`src/sv/sorted_vector_nearest_lookup_top_macros.svh`:
```
// Assertion macros for the sorted vector nearest lookup block.
// Included by the top level; bodies vanish when SYNTH is defined.
`ifndef SORTED_VECTOR_NEAREST_LOOKUP_TOP_MACROS_SVH
`define SORTED_VECTOR_NEAREST_LOOKUP_TOP_MACROS_SVH
`ifndef SYNTH
`define SVNL_ASSERT_IMPL(label, clk, rst, prop) \
   label: assert property (@(posedge clk) disable iff (rst) prop) else $error("%m: check failed");
`define SVNL_ASSERT_NORST(label, clk, prop) \
   label: assert property (@(posedge clk) prop) else $error("%m: check failed");
`else
`define SVNL_ASSERT_IMPL(label, clk, rst, prop)
`define SVNL_ASSERT_NORST(label, clk, prop)
`endif
`endif

```
`src/sv/svnl_pkg.sv`:
```
// Package for the sorted vector nearest lookup block: sizes, codes and types
// shared by the lane, merge and top-level modules. No dependencies.
`timescale 1ns / 1ps
package svnl_pkg;
   localparam int MAX_ROWS_DEF    = 1024;
   localparam int MAX_VARS_DEF    = 4;
   localparam int LINEAR_SPAN_DEF = 12;
   localparam int VAL_W   = 32;
   localparam int ROW_W   = 10;
   localparam int VAR_W   = 2;
   localparam int CFG_W   = 3;
   localparam int NQ      = 4;

   typedef enum logic [1:0] {
      OP_STORE  = 2'd0,
      OP_LOOKUP = 2'd1,
      OP_CLEAR  = 2'd2,
      OP_NONE   = 2'd3
   } op_type;

   localparam logic [0:0] REG_VARS_IN_USE = 1'b0;

   typedef enum logic [4:0] {
      ST_IDLE,
      ST_SORT_RD_I,
      ST_SORT_WAIT_I,
      ST_SORT_RD_J,
      ST_SORT_WAIT_J,
      ST_SORT_CMP_J,
      ST_SORT_PLACE,
      ST_CLAMP,
      ST_RD,
      ST_WAIT,
      ST_EVAL,
      ST_DONE
   } state_type;

   // Phases of one lookup
   typedef enum logic [2:0] {
      PH_FIRST,
      PH_LAST,
      PH_BIN_BOT,
      PH_BIN_TOP,
      PH_BIN_MID,
      PH_LIN,
      PH_NEAR
   } phase_type;

   // Per-lane comparison result
   typedef struct packed {
      logic gt;   // a > b
      logic lt;   // a < b
   } cmp_type;
endpackage

```
`src/sv/svnl_lane.sv`:
```
// One coordinate lane: signed compare and absolute difference of a row value
// against a reference value. Uses svnl_pkg.
`timescale 1ns / 1ps
module svnl_lane (
   input  logic signed [31:0] a,
   input  logic signed [31:0] b,
   output svnl_pkg::cmp_type  cmp,
   output logic [32:0]        abs_diff
);
   import svnl_pkg::*;
   logic signed [32:0] diff;

   always_comb begin
      diff     = 33'(a) - 33'(b);
      cmp.gt   = a > b;
      cmp.lt   = a < b;
      abs_diff = diff[32] ? 33'(-diff) : 33'(diff);
   end
endmodule

```
`config.mk`:
```
export PLATFORM = sky130hd
export DESIGN_NAME = svnl_lane
export DESIGN_NICKNAME = d
export VERILOG_FILES = /design/src/sv/sorted_vector_nearest_lookup_top_macros.svh /design/src/sv/svnl_pkg.sv /design/src/sv/svnl_lane.sv
export SDC_FILE = /design/constraint.sdc
export NUM_CORES = 1
export LEC_CHECK = 0
export ABC_CLOCK_PERIOD_IN_PS = 5600
export BUFFER_PORTS_ARGS = -buffer_cell sky130_fd_sc_hd__buf_2
export CAP_MARGIN = 5
export CELL_PAD_IN_SITES_DETAIL_PLACEMENT = 1
export CELL_PAD_IN_SITES_GLOBAL_PLACEMENT = 1
export CORE_MARGIN = 2
export CORE_UTILIZATION = 34
export DETAILED_ROUTE_END_ITERATION = 16
export GPL_TIMING_DRIVEN = 0
export PLACE_DENSITY_LB_ADDON = 0.1
export SLEW_MARGIN = 20
export SYNTH_ARGS = -nofsm -noshare
export SYNTH_HDL_FRONTEND = slang
export SYNTH_SLANG_ARGS = --single-unit
export TNS_END_PERCENT = 1
```
`constraint.sdc`:
```
create_clock -name vclk -period 5.6
set_input_delay 1.4 -clock vclk [all_inputs]
set_output_delay 1.4 -clock vclk [all_outputs]
set_load 0.01 [all_outputs]
```
Word-level counts from Yosys, hierarchy flattened
Cells that the tools add are included.
{ "classes": {"n_shift": 0, "n_addsub": 2, "n_eq_ne": 0, "magnitude_cmp": 2, "div_mod_pow": 0, "n_mul": 0, "mux": 1, "n_reduce_logical": 0, "n_bitwise": 0} }
{ "op_table": {"columns": ["operator", "n"], "rows": [
  ["$mux W33", 1],
  ["$neg A33 Y33", 1],
  ["$sub A32 B32 Y33", 1],
  ["$gt A32 B32 Y1", 1],
  ["$lt A32 B32 Y1", 1]
]} }
{ "totals": {"romBits": 0, "register_bits": 0, "memories": 0, "word_cells": 5, "out_inout_bits": 35, "ramBits": 0, "latch_bits": 0, "input_bits": 64} }

Logic depth before layout (Yosys ltp)
Gate-level depths: netlist (run 1).
{ "logic_depth": {"ltp_word": 3, "depth_mapped": 14, "ltp_nobuf": 13} }

Worst setup path before layout (run 1)
No wires, ideal clock.
{ "synth_timing": {"path_type": "in2out", "startpoint": "in a[0]", "endpoint": "out abs_diff[26]", "path_slack_ns": -0.167, "required_time_ns": 4.200, "t_arrival_ns": 4.367, "cell_stages": 13, "cell_sequence": "inv_1 -> ha_1 -> fa_1 -> nand2b_1 -> a21oi_2 -> nor3_2 -> o31ai_4 -> a21o_4 -> nand3_2 -> a2111o_1 -> nor4b_4 -> a41oi_1 -> xor2_1"} }
{ "synth_via": {"elab_chain_cells": 3} }
{ "synth_rtl": {"columns": ["item", "line_no", "text"], "rows": [
  ["start, declared", "svnl_lane.sv:5", "input logic signed [31:0] a,"],
  ["$sub A32 B32 Y33 (*)", "svnl_lane.sv:14", "diff = 33'(a) - 33'(b);"],
  ["$neg A33 Y33", "svnl_lane.sv:17", "abs_diff = diff[32] ? 33'(-diff) : 33'(diff);"],
  ["$mux W33 (*)", "svnl_lane.sv:17", null],
  ["end, declared", "svnl_lane.sv:8", "output logic [32:0] abs_diff"]
]} }
Every way passes the cells marked *; elsewhere a longest branch is shown, timed or not.

Worst setup path after layout (run 1)
{ "layout_timing": {"startpoint": "in a[0]", "endpoint": "out abs_diff[32]"} }
Same word-level chain as after synthesis.

==> key figures, run 1 <==
Timing
  – Worst Setup Slack, final: -0.2872 ns
  – Period utilisation layout: 105.1%
  – Setup violators final: 27
  – TNS Setup: -3.443 ns
  – Final Hold Fails: 0
  – Slew at the pin closest to its max-slew limit: 0.7357 ns
  – Hold slack: 3.180 ns
  – RSZ-0062 raised after global routing: true
  – Final Max Slew Viols: 0
  – Relative slew slack: 49.68%
  – Minimum clock period: 5.887 ns
  – F_max: 169.9 MHz

Power
  – Sw frac: 57.30%
  – PwrDens: 167.6 mW/mm²
  – IR drop worst, VDD: 0.00007350 V
  – Logic pwr share: 100.0%
  – Reg power frac: 0%
  – Design internal power: 0.2888 mW
  – Clk pwr share: 0%
  – LEAKAGE: 1.925 nW
  – Net Sw Power: 0.3875 mW

Floorplanning
  – Die X: 97.33 µm
  – Core footprint: 0.008593 mm²
  – Rows: 34
  – DIE HEIGHT: 97.33 µm
  – Initial core utilization: 34.46%
  – Die area: 0.009473 mm²
  – I/O pin count: 99

Yosys
  – Top-area cell type share of the netlist area: 14.36%
  – Syn_nets: 531
  – Distinct cells, synth: 73
  – Avg Inst Size Synth: 6.856 µm²
  – Mux share of post-synthesis cell area: 2.070%
  – Synth Area in Adders: 15.04%
  – Largest family of logic cells by synthesized area: compound AO/OA/AOI/OAI gates
  – XOR/XNOR Fraction of Synth Area: 15.93%
  – Top post-synthesis cells by count: 44 x a21oi_1, 44 x inv_1, 41 x nand2_1
  – Synth top area cells: ha_1 14%, xnor2_1 9.8%, a21oi_1 7.4%
  – Synth Area in Compound Gates: 31.73%
  – Synth Cell Area: 0.002962 mm²
  – Synth area leader: ha_1
  – Simple-gate share of the synthesized area: 25.56%
  – Mapped Cells: 432
  – Ys Warns: 0
  – Sequential element share of the synthesized area: 0%

Placement
  – DP Area: 0.003617 mm²
  – Placer Congestion: 0.8466
  – DP Wirelength: 8362 µm
  – Placed cells: 639
  – Port Buffers: 99

Setup path
  – CP endpoint kind: primary output
  – Worst-path maximum fanout: 4
  – Critical path data arrival time: 4.49 ns
  – Critical path required time: 4.20 ns
  – WS Path Type: input port to primary output
  – CP startpoint kind: input port

Final layout
  – Layout cell share with drive strength beyond 1: 35.95%
  – Post-route cell area: 0.004034 mm²
  – Fin cells: 656
  – Seq_cells: 0
  – N_diodes: 0
  – Area Growth Syn to Fin: 36.21%
  – Nets: 649
  – Clock buffer count: 0
  – Register Area: 0 µm²

GRT
  – First-pass GRT wire length: 16,790 µm
  – GR Util met3: 0.5036%
  – M2 GR Usage: 39.48%
  – Overall routing resource usage: 20.65%
  – Largest net degree at the start of global routing: 11
  – Grt met1 use: 27.11%
  – GRT overflow: 0
  – Antenna violations before repair: 0
  – Vias in the first global route: 3,560
  – Layer with the highest usage: met2

Clock network
  – Cts-stage hold buffer count: 0

Run status
  – Failing checks: negative setup slack
  – Status: finished with violations

Job
  – Max cap viols: 0

Route
  – Via count: 3,525
  – Mean number of vias per cell: 5.373
  – Drc violations: 0
  – Routed wire length: 10,240 µm
  – Per-cell routed wire length: 15.61 µm
  – 1st-iter DRT viols: 79
  – DR pass1 iterations: 4
  – Routed Antenna Nets: 0

Hold path
  – Worst Hold Class: input port to primary output
==> worst paths after layout <==
path	startpoint	slack [ns]	endpoint	cells past startpoint
setup / recovery	a[0]	-0.29	abs_diff[32]	17
hold / removal	b[0]	3.18	abs_diff[0]	4
==> cells in the final DEF (no fill, tap or decap), types with 4 or more instances in the layout <==
cell type	count
buf_2	99
inv_1	43
nand2_1	41
a21oi_1	36
nor2_1	32
ha_1	31
xnor2_1	30
buf_4	19
xor2_1	16
o21ai_0	15
a31oi_1	10
buf_6	9
and3_1	8
nand4_1	8
a21oi_2	8
nand3_1	7
a21o_1	6
and2_1	6
o21a_1	5
o21ai_1	5
mux2i_1	5
o21ai_2	4
o21bai_1	4
xnor2_2	4
==> stage by stage <==
stage	power (mW)	util [%]	setup slack, ns
finish	0.6763	46.94	-0.2872
global route	0.7380	46.94	-0.4406
CTS	0.6594	45.73	-0.2351
detailed placement	0.6066	42.09	-1.027
global placement	0.5994	42.09	-0.9599
floorplan	0.4127	-	0.004859
==> critical path: stages <==
cell and delay, ns:
buf_6 0.08, inv_4 0.03, ha_4 0.15, fa_2 0.36, nand2b_4 0.17, a21oi_4 0.22, nor3_4 0.06, o31ai_4 0.21
buf_12 0.15, a21o_4 0.12, nand3_2 0.07, a2111o_1 0.49, nor4b_4 0.29, buf_4 0.17, nand4_1 0.11, and4b_1 0.26
buf_2 0.13
==> power groups by stage <==
stage	Clock, mW	Combinational, mW	Sequential, mW
floorplan	0	0.413	0
detailed placement	0	0.607	0
CTS	0	0.659	0
global placement	0	0.599	0
global route	0	0.738	0
finish	0	0.676	0
==> cells by family after synthesis <==
logic type / Yosys count
simple gates: 142
xor+xnor: 53
compound gates: 137
buf+inv: 59
fa+ha+maj: 35
mux: 6
==> routing by layer <==
metal | vias to the layer above | share of wire (%)
li1 | 1781 | -
met1 | 1668 | 47
met2 | 72 | 50
met3 | 4 | 2.7
met4 | 0 | 0.51
met5 | - | 0
==> cell type report <==
type                            instances  area, µm²
Fill cell                            1133       4559
Multi-Input combinational cell        373       2949
Inverter                               44      167.7
Timing Repair Buffer                  116      648.1
Buffer                                 15      133.9
Tap cell                              108      135.1
==> repair_timing <==
| action | CTS | global route |
|---|---|---|
| buffers inserted | 12 | 5 |
| pin swaps | 16 | 10 |
| gates resized for setup | 41 | 18 |
| endpoints found under the setup margin | 32 | 33 |
No activity file was read; power rests on OpenSTA's default activity.
==> run 2, diff against run 1 <==
Settings changed: MAX_ROUTING_LAYER set to met4.
==> key figures, run 2 (synthesized netlist as in run 1, its figures left out) <==
Final layout
  – Nets: 656 (+1.1%)
  – N_diodes: 0 (unchanged)
  – Clock buffer count: 0 (unchanged)
  – Fin cells: 663 (+1.1%)
  – Layout cell share with drive strength beyond 1: 38.02% (+2.1 points)
  – Area Growth Syn to Fin: 41.53%
  – Commonest non-fill, non-tap cell in the layout: buf_2
  – Register Area: 0 µm² (unchanged)
  – Post-route cell area: 0.004192 mm² (+3.9%)
  – Most frequent cells in the layout: 99 x buf_2, 43 x inv_1, 41 x nand2_1
  – Seq_cells: 0 (unchanged)
  – Final core area utilization: 48.78% (+1.8 points)

Floorplanning
  – Core footprint: 0.008593 mm² (unchanged)
  – Rows: 34 (unchanged)
  – I/O pin count: 99 (unchanged)
  – Die area: 0.009473 mm² (unchanged)
  – DIE HEIGHT: 97.33 µm (unchanged)
  – Initial core utilization: 34.46% (unchanged)
  – Die X: 97.33 µm (unchanged)

GRT
  – Vias in the first global route: 3,620 (+1.7%)
  – GRT overflow: 0 (unchanged)
  – First-pass GRT wire length: 17,370 µm (+3.5%)
  – Antenna violations before repair: 0 (unchanged)
  – Largest net degree at the start of global routing: 11 (unchanged)
  – Overall routing resource usage: 21.89% (+1.2 points)

Placement
  – Placed cells: 639 (unchanged)
  – DP Area: 0.003617 mm² (unchanged)
  – DP Wirelength: 8344 µm (-0.22%)
  – Pre-CTS WS: -0.9539 ns (+0.07281 ns)
  – Port Buffers: 99 (unchanged)
  – Placer Congestion: 0.8547 (+0.96%)

Route
  – 1st-iter DRT viols: 116 (+47%)
  – Mean number of vias per cell: 5.370 (about the same)
  – Drc violations: 0 (unchanged)
  – Routed Antenna Nets: 0 (unchanged)
  – Via count: 3,560 (+0.99%)
  – Routed wire length: 10,530 µm (+2.8%)
  – Per-cell routed wire length: 15.88 µm (+1.7%)
  – DR pass1 iterations: 4 (unchanged)

Timing
  – RSZ-0062 raised after global routing: true
  – Hold slack: 3.171 ns (-0.008470 ns)
  – F_max: 171.7 MHz (+1.1%)
  – Final Max Slew Viols: 0 (unchanged)
  – Minimum clock period: 5.823 ns (-0.06442 ns)
  – Slew at the pin closest to its max-slew limit: 0.6543 ns (-0.08138 ns)
  – Period utilisation layout: 104.0% (-1.2 points)
  – Worst Setup Slack, final: -0.2228 ns (+0.06442 ns)
  – Setup violators final: 26 (-3.7%)
  – Relative slew slack: 55.25% (+5.6 points)
  – Final Hold Fails: 0 (unchanged)

Setup path
  – CP cell instances: buf_6 -> inv_4 -> ha_4 -> fa_2 -> nand2b_4 -> a21oi_4 -> buf_12 -> o32ai_4 -> xor2_2 -> o2111ai_4 -> nor3_2 -> nand3b_1 -> nor4b_4 -> buf_4 -> a41oi_2 -> xor2_1 -> buf_2
  – CP max stage delay: 0.33 ns (-0.16 ns)
  – Worst-path maximum fanout: 6 (+2)
  – Buffers & Inverters on Critical Path: 5 (unchanged)
  – Critical path data arrival time: 4.42 ns (-0.07 ns)
  – CP endpoint kind: primary output
  – Critical path's top delay family: simple AND/OR/NAND/NOR gates
  – Critical Path Slowest Stage Cell: fa_2
  – WS Path Type: input port to primary output
  – CP startpoint kind: input port
  – Critical path required time: 4.20 ns (about the same)

Clock network
  – Cts-stage hold buffer count: 0 (unchanged)

Job
  – Max cap viols: 0 (unchanged)

Run status
  – Status: finished with violations
  – Failing checks: negative setup slack

Power
  – PwrDens: 167.8 mW/mm² (about the same)
  – IR drop worst, VDD: 0.00007392 V (+0.58%)
  – LEAKAGE: 1.978 nW (+2.8%)

Hold path
  – Worst Hold Class: input port to primary output
## run 2: worst paths after layout
kind              from      endpoint  slack, ns  cells after the start
setup / recovery  a[0]  abs_diff[26]      -0.22                     17
hold / removal    b[0]   abs_diff[0]       3.17                      4
## run 2: report_power, final
group	total, mW	leakage, nW	internal [mW]	switching, mW
Sequential	0	0	0	0
Combinational	0.703	1.98	0.308	0.396
Clock	0	0	0	0
## run 2: repair_timing
action	in CTS	in global routing
setup buffers	13	11
pin swaps	18	19
endpoints found under the setup margin	32	32
gates resized for setup	44	28
## run 2: cell type report
class | count | area (µm²)
fillers | 1112 | 4402
well taps | 108 | 135.1
multi-input cells | 373 | 3030
plain buffers | 15 | 137.6
inverters | 44 | 167.7
repair buffers | 123 | 720.7
## run 2: layer usage
metal  global-route usage (%)  routed length [µm]  vias to the layer above
met5                        -                   0                        -
met1                    28.77                4860                     1701
met2                    39.90                5342                       62
met4                   0.9615                  55                        0
met3                   0.3597                 272                        4
li1                         -                   -                     1793
## run 2: metrics by stage
step           setup TNS [ns]  power, mW
2_1_floorplan               0     0.4127
3_3_place_gp           -21.17     0.5999
3_5_place_dp           -21.38     0.6056
4_1_cts                -1.926     0.6585
5_1_grt                -8.735     0.7693
6_report               -2.408     0.7033
==> run 3, diff against run 2 <==
Settings changed: ABC_CLOCK_PERIOD_IN_PS 5600 to 7100, CORE_UTILIZATION 34 to 40, SETUP_SLACK_MARGIN set to 0.3.
Clock period 5.6 ns to 7.1 ns, I/O delays scaled along.
==> key figures, run 3 (synthesized netlist as in run 1, its figures left out) <==
Setup path
  – CP endpoint kind: primary output
  – CP max stage delay: 0.44 ns (+0.11 ns)
  – CP cell instances: buf_2 -> inv_1 -> ha_2 -> fa_2 -> nand2b_4 -> a21oi_4 -> nor3_4 -> o31ai_4 -> buf_4 -> a21o_4 -> nand3_2 -> a2111o_1 -> nor4b_4 -> buf_4 -> nand4_1 -> and4b_1 -> buf_2
  – Worst Setup SP: a[0]
  – WS Path Type: input port to primary output
  – CP startpoint kind: input port
  – Critical Path Slowest Stage Cell: a2111o_1
  – Critical path data arrival time: 4.97 ns (+0.55 ns)
  – Worst-path maximum fanout: 6 (unchanged)
  – Critical path required time: 5.33 ns (+1.13 ns)

Hold path
  – HP Start: b[0]
  – Worst Hold Class: input port to primary output

Final layout
  – Area Growth Syn to Fin: 26.74%
  – Most frequent cells in the layout: 102 x buf_2, 44 x inv_1, 42 x a21oi_1
  – Post-route cell area: 0.003754 mm² (-10%)
  – Register Area: 0 µm² (unchanged)
  – Nets: 638 (-2.7%)
  – Layout cell share with drive strength beyond 1: 30.54% (-7.5 points)
  – Commonest non-fill, non-tap cell in the layout: buf_2
  – Fillers: 982 (-12%)
  – Seq_cells: 0 (unchanged)
  – N_diodes: 0 (unchanged)
  – Clock buffer count: 0 (unchanged)
  – Final core area utilization: 52.03% (+3.3 points)
  – Multi-input combinational cell area: 0.002801 mm² (-7.6%)

Power
  – PwrDens: 132.7 mW/mm² (-21%)
  – Design internal power: 0.2079 mW (-32%)
  – Logic pwr share: 100.0% (about the same)
  – Net Sw Power: 0.2904 mW (-27%)
  – Sw frac: 58.27% (+2.0 points)
  – Reg power frac: 0% (unchanged)
  – LEAKAGE: 1.830 nW (-7.5%)
  – Clk pwr share: 0% (unchanged)
  – IR drop worst, VDD: 0.00006333 V (-14%)

GRT
  – Antenna violations before repair: 0 (unchanged)
  – Overall routing resource usage: 24.50% (+2.6 points)
  – Largest net degree at the start of global routing: 11 (unchanged)
  – First-pass GRT wire length: 16,830 µm (-3.1%)
  – GRT overflow: 0 (unchanged)
  – Vias in the first global route: 3,682 (+1.7%)

Timing
  – Final Max Slew Viols: 0 (unchanged)
  – F_max: 148.2 MHz
  – TNS Setup: 0 ns (+2.408 ns)
  – Minimum clock period: 6.747 ns
  – RSZ-0062 raised after global routing: true
  – Setup violators final: 0 (-100%)
  – Period utilisation layout: 95.03%
  – Final Hold Fails: 0 (unchanged)
  – Hold slack: 3.964 ns (+0.7927 ns)
  – Slew at the pin closest to its max-slew limit: 0.6341 ns (-0.02024 ns)
  – Relative slew slack: 56.63% (+1.4 points)

Route
  – Mean number of vias per cell: 5.624 (+4.7%)
  – DR pass1 iterations: 4 (unchanged)
  – Drc violations: 0 (unchanged)
  – 1st-iter DRT viols: 144 (+24%)
  – Routed wire length: 9930 µm (-5.7%)
  – Per-cell routed wire length: 15.61 µm (-1.7%)
  – Via count: 3,577 (+0.48%)
  – Routed Antenna Nets: 0 (unchanged)

Placement
  – Placer Congestion: 0.8704 (+1.8%)
  – DP Area: 0.003581 mm² (-1.0%)
  – Port Buffers: 99 (unchanged)
  – DP Wirelength: 8335 µm (-0.10%)

Floorplanning
  – DIE HEIGHT: 90.05 µm (-7.5%)
  – Die X: 90.05 µm (-7.5%)
  – Die area: 0.008108 mm² (-14%)
  – I/O pin count: 99 (unchanged)
  – Core footprint: 0.007214 mm² (-16%)
  – Initial core utilization: 41.05% (+6.6 points)
  – Rows: 31 (-8.8%)

Job
  – Max cap viols: 0 (unchanged)

Run status
  – Status: completed

Clock network
  – Cts-stage hold buffer count: 0 (unchanged)
==> run 3: metal layers <==
| metal | GRT usage (%) | part of all wire (%) |
|---|---|---|
| met4 | 3.077 | 1.3 |
| met2 | 45.18 | 51 |
| met3 | 1.006 | 3.3 |
| met1 | 30.46 | 44 |
| met5 | - | 0 |
==> run 3: final timing paths <==
kind / slack [ns] / cells after the start / end
max: 0.35 / 17 / abs_diff[32]
min: 3.96 / 4 / abs_diff[0]
==> run 3: area by class of cell <==
type / count / area share (%)
buffer: 15 / 3.267
inverter: 44 / 4.400
multi-input combinational: 373 / 74.63
tap: 99 / 3.300
timing repair buffer: 105 / 14.40
==> run 3: power by group through the flow <==
stage	Clock (mW)	Combinational (mW)	Sequential, mW
global placement	0	0.462	0
global route	0	0.545	0
detailed placement	0	0.474	0
floorplan	0	0.323	0
CTS	0	0.486	0
finish	0	0.498	0
==> run 3: timing repair <==
item                       CTS  global route
buffers inserted             5             1
pin swaps                    7             2
setup endpoints to repair   27            26
gates resized for setup     10            17
==> run 3: critical path: cells and delay by family <==
kind	cells	cell delay [ns]
buffers and inverters	5	0.60
adders and majority gates	2	0.58
and+or+nand+nor	6	0.98
AOI/OAI and AO/OA	4	1.03
==> run 3: metrics by stage <==
stage	setup slack (ns)	total power [mW]	cells
finish	0.3531	0.4982	636
global route	0.2229	0.5455	636
CTS	0.3173	0.4863	635
detailed placement	-0.3194	0.4742	630
global placement	-0.2733	0.4618	630
floorplan	0.5827	0.3226	432
