**src/sv/sorted_vector_nearest_lookup_top_macros.svh**
```systemverilog
// Assertion macros for the sorted vector nearest lookup block.
// Included by the top level; bodies vanish when SYNTH is defined.
`ifndef SORTED_VECTOR_NEAREST_LOOKUP_TOP_MACROS_SVH
`define SORTED_VECTOR_NEAREST_LOOKUP_TOP_MACROS_SVH
`ifndef SYNTH
`define SVNL_ASSERT_IMPL(label, clk, rst, prop) \
   label: assert property (@(posedge clk) disable iff (rst) prop) else $error("%m: check failed");
`define SVNL_ASSERT_NORST(label, clk, prop) \
   label: assert property (@(posedge clk) prop) else $error("%m: check failed");
`else
`define SVNL_ASSERT_IMPL(label, clk, rst, prop)
`define SVNL_ASSERT_NORST(label, clk, prop)
`endif
`endif

```
**src/sv/svnl_pkg.sv**
```systemverilog
// Package for the sorted vector nearest lookup block: sizes, codes and types
// shared by the lane, merge and top-level modules. No dependencies.
`timescale 1ns / 1ps
package svnl_pkg;
   localparam int MAX_ROWS_DEF    = 1024;
   localparam int MAX_VARS_DEF    = 4;
   localparam int LINEAR_SPAN_DEF = 12;
   localparam int VAL_W   = 32;
   localparam int ROW_W   = 10;
   localparam int VAR_W   = 2;
   localparam int CFG_W   = 3;
   localparam int NQ      = 4;

   typedef enum logic [1:0] {
      OP_STORE  = 2'd0,
      OP_LOOKUP = 2'd1,
      OP_CLEAR  = 2'd2,
      OP_NONE   = 2'd3
   } op_type;

   localparam logic [0:0] REG_VARS_IN_USE = 1'b0;

   typedef enum logic [4:0] {
      ST_IDLE,
      ST_SORT_RD_I,
      ST_SORT_WAIT_I,
      ST_SORT_RD_J,
      ST_SORT_WAIT_J,
      ST_SORT_CMP_J,
      ST_SORT_PLACE,
      ST_CLAMP,
      ST_RD,
      ST_WAIT,
      ST_EVAL,
      ST_DONE
   } state_type;

   // Phases of one lookup
   typedef enum logic [2:0] {
      PH_FIRST,
      PH_LAST,
      PH_BIN_BOT,
      PH_BIN_TOP,
      PH_BIN_MID,
      PH_LIN,
      PH_NEAR
   } phase_type;

   // Per-lane comparison result
   typedef struct packed {
      logic gt;   // a > b
      logic lt;   // a < b
   } cmp_type;
endpackage

```
**src/sv/svnl_merge.sv**
```systemverilog
// Merge stage: folds per-lane compare results into a lexicographic order
// over the lanes in use, and picks the first lane that differs. Uses svnl_pkg.
`timescale 1ns / 1ps
module svnl_merge #(
   parameter int MAX_VARS = svnl_pkg::MAX_VARS_DEF
) (
   input  svnl_pkg::cmp_type         cmp  [MAX_VARS],
   input  logic [32:0]               du   [MAX_VARS],
   input  logic [32:0]               dl   [MAX_VARS],
   input  logic [$clog2(MAX_VARS+1)-1:0] nv,
   output svnl_pkg::cmp_type         order,
   output logic                      upper_nearer
);
   import svnl_pkg::*;
   logic decided;
   logic ddone;

   always_comb begin
      order        = '0;
      decided      = 1'b0;
      upper_nearer = 1'b0;
      ddone        = 1'b0;
      for (int i = 0; i < MAX_VARS; i++) begin
         if (i < int'(nv) && !decided && (cmp[i].gt || cmp[i].lt)) begin
            order   = cmp[i];
            decided = 1'b1;
         end
         // first coordinate where either row differs from the query
         if (i < int'(nv) && !ddone && (du[i] != '0 || dl[i] != '0)) begin
            upper_nearer = du[i] < dl[i];
            ddone        = 1'b1;
         end
      end
   end
endmodule

```
**config.mk**
```make
export PLATFORM = sky130hd
export DESIGN_NAME = svnl_merge
export DESIGN_NICKNAME = d
export VERILOG_FILES = /design/src/sv/sorted_vector_nearest_lookup_top_macros.svh /design/src/sv/svnl_pkg.sv /design/src/sv/svnl_merge.sv
export SDC_FILE = /design/constraint.sdc
export NUM_CORES = 1
export LEC_CHECK = 0
export CAP_MARGIN = 20
export CORE_AREA = 3 3 105 107
export DETAILED_ROUTE_END_ITERATION = 8
export DIE_AREA = 0 0 108 110
export DONT_BUFFER_PORTS = 1
export GPL_TIMING_DRIVEN = 0
export SLEW_MARGIN = 10
export SYNTH_ARGS = -nofsm -noshare
export SYNTH_HDL_FRONTEND = slang
export SYNTH_SLANG_ARGS = --single-unit
```
**constraint.sdc**
```tcl
create_clock -name vclk -period 2.1
set_input_delay 0.105 -clock vclk [all_inputs]
set_output_delay 0.105 -clock vclk [all_outputs]
set_load 0.1 [all_outputs]
```
Word level (Yosys, flattened, before mapping)
Index checks and enable logic that the tools add are counted.
{ "word_totals": {"regBits": 0, "input_bits": 275, "out_inout_bits": 3} }
{ "classes": {"order_cmp": 8, "muxes": 14, "reduce_logical": 36} }
{ "op_table": {"columns": ["cell", "count"], "rows": [
  ["$reduce_bool 33->1", 8],
  ["$lt 33x33->1", 4],
  ["$logic_and 1x1->1", 14],
  ["$mux 1", 10],
  ["$logic_or 1x1->1", 8],
  ["$mux 2", 4],
  ["$logic_not 1->1", 6],
  ["$lt 1x3->1 const A", 2],
  ["$lt 2x3->1 const A", 2]
]} }

Longest topological paths before layout
Gate-level depths: netlist (run 1).
{ "logic_depth": {"ltp_word": 16, "depth_mapped": 9, "mapped_depth_nobuf": 9} }

Least setup slack after synthesis (run 1)
Ideal clock, no wire load.
{ "synth_timing": {"path_type": "input-to-output", "from": "input port nv[2]", "to": "output port order[0] (netlist bit)", "arrival_time_ps": 2903, "t_required_ps": 1995, "slack_ps": -908, "cell_stages": 3, "n_path_buf": 0, "cell_sequence": "nor3_1 nor2_1 o32ai_1"} }
{ "synth_lines": {"columns": ["element", "line_no", "text"], "rows": [
  ["from (decl)", "svnl_merge.sv:10", "input logic [$clog2(MAX_VARS+1)-1:0] nv,"],
  ["to (decl)", "svnl_merge.sv:11", "output svnl_pkg::cmp_type order,"]
]} }

Worst setup path after layout (run 1)
{ "layout_timing": {"from": "input port dl[44] (netlist bit)", "to": "output port upper_nearer"} }
{ "layout_via": {"elab_chain_len": 8, "elab_cells_between_ends": 10, "classes_between": "1 x order compare; 3 x mux; 6 x reduce/logical"} }
{ "layout_rtl": {"columns": ["element", "line_no", "text"], "rows": [
  ["from (decl)", "svnl_merge.sv:9", "input logic [32:0] dl [MAX_VARS],"],
  ["branches (longest 7 deep; another with $lt 33x33->1)", null, null],
  ["$mux 1 (*)", "svnl_merge.sv:29", "if (i < int'(nv) && !ddone && (du[i] != '0 || dl[i] != '0)) begin"],
  ["to (decl)", "svnl_merge.sv:12", "output logic upper_nearer"]
]} }
Every way passes the cells marked *.

==> out/qor.tcl, run 1 <==
set qor(run_status) {finished with violations}
set qor(failed_checks) {negative setup slack}
set qor(synth.area.top_cells) {ha_1 41%, inv_1 13%, nor4_1 11%}
set qor(post-route-period-util_pct) 111.5
set qor(final.setup.tns_ns) -0.2410
set qor(grt_pass1_wl_mm) 20.44
set qor(p_leak_nw) 2.258
set qor(crit_path_end_kind) {output pin}
set qor(yosysWarningCount) 0
set qor(fill_count) 1092
set qor(max_cap_violations) 0
set qor(crit_type) {in2out}
set qor(dp_slack_ns) -0.3988
set qor(route.detailed.wl_per_inst_um) 19.72
set qor(detail_route.drc_violations) 0
set qor(timing.critical_path.arrival_ns) 2.24
set qor(synth.top_cells.by_count) {134 x inv_1, 128 x ha_1, 72 x nor4_1}
set qor(ff_latch_area_sq_um) 0
set qor(timing.critical_path.required_ns) 2.00
set qor(vias) 4186
set qor(max-vdd-ir-drop_mv) 0.08482
set qor(drtAntennaViolNets) 0
set qor(final-max-slew-violation-count) 0
set qor(holdCritStartpoint) {cmp[2]}
set qor(post_synth_num_cell_types) 42
set qor(floorplan.io_pins) 278
set qor(area_delta_synth_final_pct) 10.35
set qor(maximum_number_of_pins_on_one_net_before_global_route_repair) 7
set qor(crit_chain) {inv_6 -> ha_4 -> and2_4 -> a221o_1 -> a22oi_2 -> nand3_2 -> o31ai_4 -> a22oi_2 -> o211ai_4}
set qor(post-route-util_pct) 42.36
set qor(routabilityCongestion) 0.9157
set qor(crit_buf_inv) 1
set qor(slew_at_the_pin_closest_to_its_max_slew_limit_ns) 1.106
set qor(global_route.usage.total_pct) 21.08
set qor(avg_cell_area_syn_sq_um) 7.001
set qor(timing.critical_path.slowest_stage_cell) {o211ai_4}
set qor(totalPowerFinal_uw) 696.9
set qor(initial_core_util_pct) 38.39
set qor(smallest_setup_slack_after_layout_ns) -0.2410
set qor(dpl.hpwl_mm) 13.16
set qor(via_per_inst) 6.006
set qor(nets) 966
set qor(synth_seq_area_share_pct) 0
set qor(overflow_left_after_global_routing) 0
set qor(postRouteWirelength_mm) 13.74
set qor(hp-class) {in2out}
set qor(row_count) 37
set qor(synth_cells) 561
set qor(post-synth-top-count-cell) {inv_1}
set qor(synth_nets) 964
set qor(cpLargestDelayFamily) {compound AO/OA/AOI/OAI gates}
set qor(rsz0062_at_grt) {yes}
set qor(floorplan.core_area_sq_mm) 0.01023
set qor(final_hold_viol_count) 0
set qor(syn-cell-area_sq_mm) 0.003928
set qor(die_height_um) 110
set qor(cpMostUsedCell) {a22oi_2}
set qor(multiInputGateArea_sq_mm) 0.003643
set qor(synthDominantCellAreaShare_pct) 40.78
set qor(first_global_vias) 4535
set qor(drt_first_pass_iters) 4
set qor(hold_buffers) 0
set qor(critical_path.max_fanout) 2
set qor(drt_iter0_drc) 176
set qor(layout_min_cycle_time_ns) 2.341
set qor(post_route_cells_drive_above_1_share_pct) 5.882
set qor(setup_viol) 1
set qor(cellPowerDensity_mw_per_mm2) 160.8
set qor(category_of_the_worst_setup_path_launch_point) {input port}
set qor(floorplan.die_area_sq_mm) 0.01188
set qor(antennaDiodeCount) 0
set qor(highest_attainable_clock_frequency_mhz) 427.2
set qor(design.seq.count) 0
set qor(delay_of_the_slowest_cell_on_the_worst_path_ns) 0.70
set qor(antenna_found_initial) 0
set qor(nClkBuffers) 0
set qor(die_w_um) 108
set qor(numPortBuffers) 0
set qor(origin_of_the_worst_setup_path) {dl[44]}
set qor(timing.max_slew.rel_slack_pct) 26.76
set qor(synth_area_leader_cell) {ha_1}
metal layers:
metal	track usage [%]	vias to the layer above	wire length [um]
li1	-	2098	-
met1	22.92	1875	4902
met2	42.27	199	7144
met3	5.183	14	1533
met4	2.164	0	161
met5	0	-	0
repair_timing:
action | 4_1_cts | 5_1_grt
gates resized for setup | 12 | 5
setup endpoints to repair | 2 | 3
buffers inserted | 0 | 0
gates cloned | 0 | 0
pin swaps | 6 | 6
stage by stage:
step	cell area (sq um)	instances	hold slack, ns
2_1_floorplan	4026	561	0.6993
3_3_place_gp	4197	697	0.7784
3_5_place_dp	4234	697	0.7132
4_1_cts	4298	697	0.7118
5_1_grt	4334	697	0.7359
6_report	4334	697	0.7166
cell usage in the layout, fill, tap and decap left out, types with 2 or more instances in the layout:
| cell | instances |
|---|---|
| o21a_1 | 2 |
| nor3b_1 | 3 |
| o211ai_1 | 3 |
| o22ai_1 | 2 |
| o21bai_1 | 2 |
| nand3_2 | 2 |
| nand3_1 | 5 |
| a31oi_1 | 3 |
| nand2b_1 | 3 |
| a21oi_1 | 34 |
| nor3_2 | 2 |
| nand4_1 | 37 |
| nand2_1 | 18 |
| inv_4 | 2 |
| o32ai_4 | 2 |
| o21ai_0 | 17 |
| or4_1 | 2 |
| and4_1 | 2 |
| ha_1 | 122 |
| a211oi_1 | 8 |
| inv_1 | 130 |
| and3_1 | 2 |
| nor4_1 | 66 |
| a22oi_2 | 3 |
| ha_4 | 5 |
| nor2b_1 | 3 |
| a21o_1 | 24 |
| nor2_1 | 26 |
| nor3_1 | 2 |
| o2111ai_1 | 2 |
| nor4_2 | 6 |
layout make-up:
cell class | count | area share [%]
inverters | 134 | 12.01
multi-input cells | 427 | 84.06
well taps | 136 | 3.926
power breakdown:
| part | total [mW] | internal [mW] | leakage [nW] | switching (mW) |
|---|---|---|---|---|
| registers | 0 | 0 | 0 | 0 |
| clock network | 0 | 0 | 0 | 0 |
| logic | 0.697 | 0.315 | 2.26 | 0.381 |
| total | 0.697 | 0.315 | 2.26 | 0.381 |
final timing paths:
kind,end,depth (start not counted)
worst max-delay path,upper_nearer,9
worst min-delay path,order[0],2
cells by family after synthesis:
family | share of synthesized area (%)
AND/OR/NAND/NOR | 26.95
buffers and inverters | 12.81
adder cells (fa/ha/maj) | 40.78
AO/OA/AOI/OAI | 19.46
Note: power is estimated with default switching activity, not from simulation.
==> run 2: changes to the inputs <==
Settings changed: ABC_AREA set to 1, CORE_AREA 3 3 105 107 to 3 3 106 108, DIE_AREA 0 0 108 110 to 0 0 109 111.
==> run 2 against run 1 <==
  * The run now ends clean
  * Worst setup slack gained 0.47 ns
  * Cell area rose by 7.8%
  * Clock-buffer cell count is the same
  * Synthesized area increased by 13%
  * Largest cell class unchanged
==> out/qor.tcl, run 2 <==
set qor(run_status) {finished, final reports clean}
set qor(hold_buffers) 0 ;# unchanged
set qor(drt_iter0_drc) 153 ;# -13%
set qor(yosysWarningCount) 0 ;# unchanged
set qor(synth_cells) 777 ;# +39%
set qor(hp-class) {in2out}
set qor(floorplan.die_area_sq_mm) 0.01210 ;# +1.8%
set qor(power.switching_uw) 434.1 ;# +14%
set qor(via_per_inst) 5.238 ;# -13%
set qor(crit_path_end_kind) {output pin}
set qor(category_of_the_worst_setup_path_launch_point) {input port}
set qor(final-max-slew-violation-count) 0 ;# unchanged
set qor(floorplan.core_area_sq_mm) 0.01032 ;# +0.91%
set qor(post-route-util_pct) 45.27 ;# +2.9 points
set qor(setup_viol) 0 ;# -1
set qor(syn-cell-area_sq_mm) 0.004446 ;# +13%
set qor(synth_top_family_by_area) {simple AND/OR/NAND/NOR gates}
set qor(power_frac_seq_pct) 0 ;# unchanged
set qor(detail_route.drc_violations) 0 ;# unchanged
set qor(leading_cell_types_in_the_layout_fill_and_taps_excluded) {153 x inv_1, 151 x nand2_1, 140 x nor2_1}
set qor(dpl.hpwl_mm) 12.95 ;# -1.6%
set qor(maximum_number_of_pins_on_one_net_before_global_route_repair) 5 ;# -2
set qor(grt_pass1_wl_mm) 21.22 ;# +3.8%
set qor(layout_min_cycle_time_ns) 1.874 ;# -0.4673 ns
set qor(timing.critical_path.required_ns) 2.00 ;# about the same
set qor(drt_first_pass_iters) 7 ;# +3
set qor(totalPowerFinal_uw) 744.2 ;# +6.8%
set qor(design.seq.count) 0 ;# unchanged
set qor(yosys.area_share.simple_pct) 37.66 ;# +11 points
set qor(post_synth_num_cell_types) 27 ;# -36%
set qor(routabilityCongestion) 0.9048 ;# -1.2%
set qor(area_delta_synth_final_pct) 5.122
set qor(synth-compound-area-share_pct) 12.81 ;# -6.7 points
set qor(max_cap_violations) 0 ;# unchanged
set qor(final.setup.tns_ns) 0 ;# +0.2410 ns
set qor(overflow_left_after_global_routing) 0 ;# unchanged
set qor(nClkBuffers) 0 ;# unchanged
set qor(final_hold_viol_count) 0 ;# unchanged
set qor(numPortBuffers) 0 ;# unchanged
set qor(post-route-period-util_pct) 89.22 ;# -22 points
set qor(whs_endpoint) {order[1]}
set qor(critical_path.max_fanout) 2 ;# unchanged
set qor(timing.critical_path.arrival_ns) 1.77 ;# -0.47 ns
set qor(share_clk_of_total_power_pct) 0 ;# unchanged
set qor(p_int_uw) 310.1 ;# -1.7%
set qor(max-vdd-ir-drop_mv) 0.06784 ;# -20%
set qor(crit_type) {in2out}
set qor(synth-adder-area-share_pct) 36.03 ;# -4.8 points
set qor(layout_commonest_cell) {inv_1}
set qor(post_synth_mux_area_share_pct) 0 ;# unchanged
set qor(placement.cell_area_sq_mm) 0.004671 ;# +10%
set qor(synthDominantCellAreaShare_pct) 36.03 ;# -4.8 points
set qor(synth_nets) 1180 ;# +22%
set qor(p_leak_nw) 2.612 ;# +16%
set qor(post-synth-top-count-cell) {inv_1}
set qor(synth.top_cells.by_count) {153 x inv_1, 152 x nand2_1, 140 x nor2_1}
set qor(holdCritStartpoint) {cmp[3]}
set qor(layout.cell_area.non_filler_sq_mm) 0.004673 ;# +7.8%
set qor(antenna_found_initial) 0 ;# unchanged
set qor(synth_area_leader_cell) {ha_1}
set qor(cellPowerDensity_mw_per_mm2) 159.3 ;# -0.95%
set qor(rsz0062_at_grt) {no}
set qor(antennaDiodeCount) 0 ;# unchanged
set qor(initial_core_util_pct) 43.06 ;# +4.7 points
set qor(synth.area.top_cells) {ha_1 36%, inv_1 13%, nand2_1 13%}
set qor(ff_latch_area_sq_um) 0 ;# unchanged
set qor(combinationalPowerShare_pct) 100.0 ;# about the same
set qor(route.detailed.wl_per_inst_um) 14.71 ;# -25%
set qor(global_route.usage.total_pct) 20.71 ;# -0.37 points
set qor(synth_xor_xnor_area_share_pct) 0 ;# unchanged
set qor(worst_hold_path_cells) 3 ;# +1
set qor(post_route_cells_drive_above_1_share_pct) 4.236 ;# -1.6 points
set qor(power.share.switching_pct) 58.33 ;# +3.6 points
set qor(slew_at_the_pin_closest_to_its_max_slew_limit_ns) 0.5276 ;# -0.5785 ns
set qor(nets) 1184 ;# +23%
set qor(postRouteWirelength_mm) 13.46 ;# -2.1%
set qor(vias) 4793 ;# +15%
set qor(floorplan.io_pins) 278 ;# unchanged
set qor(timing.max_slew.rel_slack_pct) 64.70 ;# +38 points
set qor(die_height_um) 111 ;# +0.91%
set qor(highest_attainable_clock_frequency_mhz) 533.7 ;# +25%
set qor(avg_cell_area_syn_sq_um) 5.721 ;# -18%
set qor(drtAntennaViolNets) 0 ;# unchanged
set qor(synth_seq_area_share_pct) 0 ;# unchanged
set qor(row_count) 37 ;# unchanged
set qor(die_w_um) 109 ;# +0.93%
set qor(first_global_vias) 4865 ;# +7.3%
## run 2: cell types whose count changed in the layout (fill, tap and decap cells not counted), moves of 7 or more
cell / before / now
a211oi_1: 8 / 0
a21o_1: 24 / 1
a21oi_1: 34 / 70
inv_1: 130 / 153
inv_2: 0 / 7
nand2_1: 18 / 151
nand3_1: 5 / 21
nor2_1: 26 / 140
nor2_2: 0 / 7
nor4_1: 66 / 12
## run 2: power by group through the flow
| stage | sequential, mW | combinational [mW] | clock, mW |
|---|---|---|---|
| after global routing | 0 | 0.876 | 0 |
| final | 0 | 0.744 | 0 |
| after global placement | 0 | 0.691 | 0 |
| after floorplan | 0 | 0.585 | 0 |
| after CTS | 0 | 0.753 | 0 |
| after detailed placement | 0 | 0.745 | 0 |
## run 2: cells by family after synthesis
group	count (synthesis)
buf+inv	160
simple gates	382
fa+ha+maj	128
compound gates	107
## run 2: area by class of cell
cell class,instances,area (sq um)
fill,1125,5650
inverter,160,600.6
timing repair buffer,2,55.05
multi-input combinational,617,3847
tap,136,170.2
## run 2: how the worst max path moves through the flow
stage          slack (ns)            to    from
2_1_floorplan        0.22  upper_nearer  dl[59]
3_3_place_gp        -0.07  upper_nearer  dl[59]
3_5_place_dp        -0.08  upper_nearer  dl[59]
4_1_cts              0.18  upper_nearer  dl[59]
5_1_grt              0.07  upper_nearer  dl[59]
6_report             0.23  upper_nearer  dl[59]
## run 2: what timing repair did
item	4_1_cts	5_1_grt
hold endpoints to repair	0	0
setup buffers	0	0
resized for setup	1	0
endpoints found under the setup margin	1	0
## run 2: per-layer routing
layer | vias up | part of all wire (%) | global-route usage, %
li1 | 2543 | - | -
met4 | 0 | 2.5 | 4.714
met2 | 193 | 50 | 38.94
met1 | 2033 | 38 | 23.00
met3 | 24 | 9.3 | 4.718
met5 | - | 0 | 0
## run 2: through the flow
stage	worst slack, ns	hold slack [ns]	instances
floorplan	0.2182	0.8028	777
global placement	-0.07431	0.8407	913
detailed placement	-0.08302	0.6231	915
CTS	0.1806	0.6233	915
global route	0.07226	0.6390	915
finish	0.2263	0.6198	915
## run 2: critical path, stage by stage
cell,delay (ns)
inv_1,0.04
ha_1,0.29
nand2_1,0.07
inv_1,0.03
o21ai_0,0.14
nand2_1,0.06
nand2_1,0.06
o211ai_1,0.11
a21oi_1,0.15
nand3_1,0.14
nor2_2,0.13
nor2_1,0.05
nand2_2,0.40
==> run 3: changes to the inputs <==
==> constraint.sdc (replaced) <==
create_clock -name vclk -period 2.1
set_input_delay 0.105 -clock vclk [all_inputs]
set_output_delay 0.105 -clock vclk [all_outputs]
set_load 0.02 [all_outputs]
==> run 3 against run 2 <==
  * Routed wire length down 1.4%
  * Critical endpoint unchanged
  * Combinational power down 9.5%
  * Die area unchanged
==> out/qor.tcl, run 3 (synthesis gave the netlist of run 2 again) <==
set qor(run_status) {finished, final reports clean}
set qor(initial_core_util_pct) 43.06 ;# unchanged
set qor(crit_chain) {inv_1 -> ha_1 -> nand2_1 -> inv_1 -> o21ai_0 -> nand2_1 -> nand2_1 -> o211ai_1 -> a21oi_1 -> nand3_1 -> nor2_2 -> nor2_1 -> nand2_1}
set qor(dr_wl_met3_mm) 1.250 ;# -0.32%
set qor(final_hold_viol_count) 0 ;# unchanged
set qor(grt_pass1_wl_mm) 21.25 ;# +0.13%
set qor(detail_route.drc_violations) 0 ;# unchanged
set qor(row_count) 37 ;# unchanged
set qor(vias) 4768 ;# -0.52%
set qor(nets) 1182 ;# -0.17%
set qor(post_route_cells_drive_above_1_share_pct) 3.861 ;# -0.38 points
set qor(timing.max_slew.rel_slack_pct) 77.38 ;# +13 points
set qor(buffers_inserted_by_post_cts_timing_repair) 0 ;# unchanged
set qor(area_delta_synth_final_pct) 3.828
set qor(cellPowerDensity_mw_per_mm2) 145.8 ;# -8.5%
set qor(crit_type) {in2out}
set qor(drtAntennaViolNets) 0 ;# unchanged
set qor(layout_commonest_cell) {inv_1}
set qor(antenna_found_initial) 0 ;# unchanged
set qor(timing.critical_path.required_ns) 2.00 ;# about the same
set qor(antennaDiodeCount) 0 ;# unchanged
set qor(floorplan.die_area_sq_mm) 0.01210 ;# unchanged
set qor(wl_met1_mm) 5.044 ;# -1.3%
set qor(rsz0062_at_grt) {no}
set qor(floorplan.io_pins) 278 ;# unchanged
set qor(via_per_inst) 5.222 ;# -0.30%
set qor(crit_buf_inv) 2 ;# unchanged
set qor(layout_min_cycle_time_ns) 1.650 ;# -0.2241 ns
set qor(hp-class) {in2out}
set qor(setup_viol) 0 ;# unchanged
set qor(max-vdd-ir-drop_mv) 0.07242 ;# +6.7%
set qor(hold_buffers) 0 ;# unchanged
set qor(post-route-util_pct) 44.71 ;# -0.56 points
set qor(final.setup.tns_ns) 0 ;# unchanged
set qor(route.detailed.wl_per_inst_um) 14.54 ;# -1.1%
set qor(ff_latch_area_sq_um) 0 ;# unchanged
set qor(overflow_left_after_global_routing) 0 ;# unchanged
set qor(design.seq.count) 0 ;# unchanged
set qor(max_cap_violations) 0 ;# unchanged
set qor(p_leak_nw) 2.586 ;# -0.98%
set qor(floorplan.core_area_sq_mm) 0.01032 ;# unchanged
set qor(critical_path.max_fanout) 2 ;# unchanged
set qor(cpLargestDelayFamily) {simple AND/OR/NAND/NOR gates}
set qor(timing.critical_path.slowest_stage_cell) {ha_1}
set qor(slew_at_the_pin_closest_to_its_max_slew_limit_ns) 0.3394 ;# -0.1882 ns
set qor(highest_layer) {met4}
set qor(postRouteWirelength_mm) 13.28 ;# -1.4%
set qor(routabilityCongestion) 0.9048 ;# unchanged
set qor(delay_of_the_slowest_cell_on_the_worst_path_ns) 0.29 ;# -0.11 ns
set qor(first_global_vias) 4895 ;# +0.62%
set qor(die_w_um) 109 ;# unchanged
set qor(final-max-slew-violation-count) 0 ;# unchanged
set qor(drt_iter0_drc) 177 ;# +16%
set qor(leading_cell_types_in_the_layout_fill_and_taps_excluded) {153 x inv_1, 152 x nand2_1, 140 x nor2_1}
set qor(met2_wirelength_mm) 6.776 ;# +0.31%
set qor(maximum_number_of_pins_on_one_net_before_global_route_repair) 5 ;# unchanged
set qor(category_of_the_worst_setup_path_launch_point) {input port}
set qor(global_route.usage.total_pct) 20.62 ;# -0.083 points
set qor(cts_resized) 0 ;# -1
set qor(timing.critical_path.arrival_ns) 1.54 ;# -0.23 ns
set qor(cpMostUsedCell) {nand2_1}
set qor(highest_attainable_clock_frequency_mhz) 606.2 ;# +14%
set qor(nClkBuffers) 0 ;# unchanged
set qor(die_height_um) 111 ;# unchanged
set qor(post-route-period-util_pct) 78.55 ;# -11 points
set qor(crit_path_end_kind) {output pin}
set qor(dpl.hpwl_mm) 12.84 ;# -0.89%
set qor(numPortBuffers) 0 ;# unchanged
set qor(drt_first_pass_iters) 6 ;# -1
==> run 3: cell types whose count changed in the layout (fill, tap and decap cells not counted) <==
cell / before / now
buf_16: 2 / 0
nand2_1: 151 / 152
nand2_2: 5 / 4
==> run 3: final timing paths <==
check | start | end | slack (ns) | depth (start not counted)
worst max-delay path | dl[59] | upper_nearer | 0.45 | 13
worst min-delay path | nv[2] | upper_nearer | 0.43 | 2
==> run 3: power breakdown <==
group | switching [mW] | leakage (nW) | total (mW) | internal [mW]
clock network | 0 | 0 | 0 | 0
logic | 0.385 | 2.59 | 0.673 | 0.288
registers | 0 | 0 | 0 | 0
==> run 3: stage by stage <==
step	setup WS, ns	total power [mW]	area, sq um	std cells	hold WS [ns]
2_1_floorplan	0.6982	0.5432	4446	777	0.3986
3_3_place_gp	0.4156	0.6498	4616	913	0.4358
3_5_place_dp	0.4045	0.6763	4616	913	0.4361
4_1_cts	0.3967	0.6828	4616	913	0.4374
5_1_grt	0.2615	0.8050	4616	913	0.4535
6_report	0.4505	0.6728	4616	913	0.4311
==> run 3: layout make-up <==
cell class	instances	area, sq um
multi-input cells	617	3845
inverters	160	600.6
fillers	1162	5708
well taps	136	170.2
==> run 3: layer usage <==
layer	vias to the layer above	global-route usage [%]
met1	2040	22.58
met3	14	5.009
li1	2539	-
met4	0	3.030
met2	175	39.76
met5	-	0
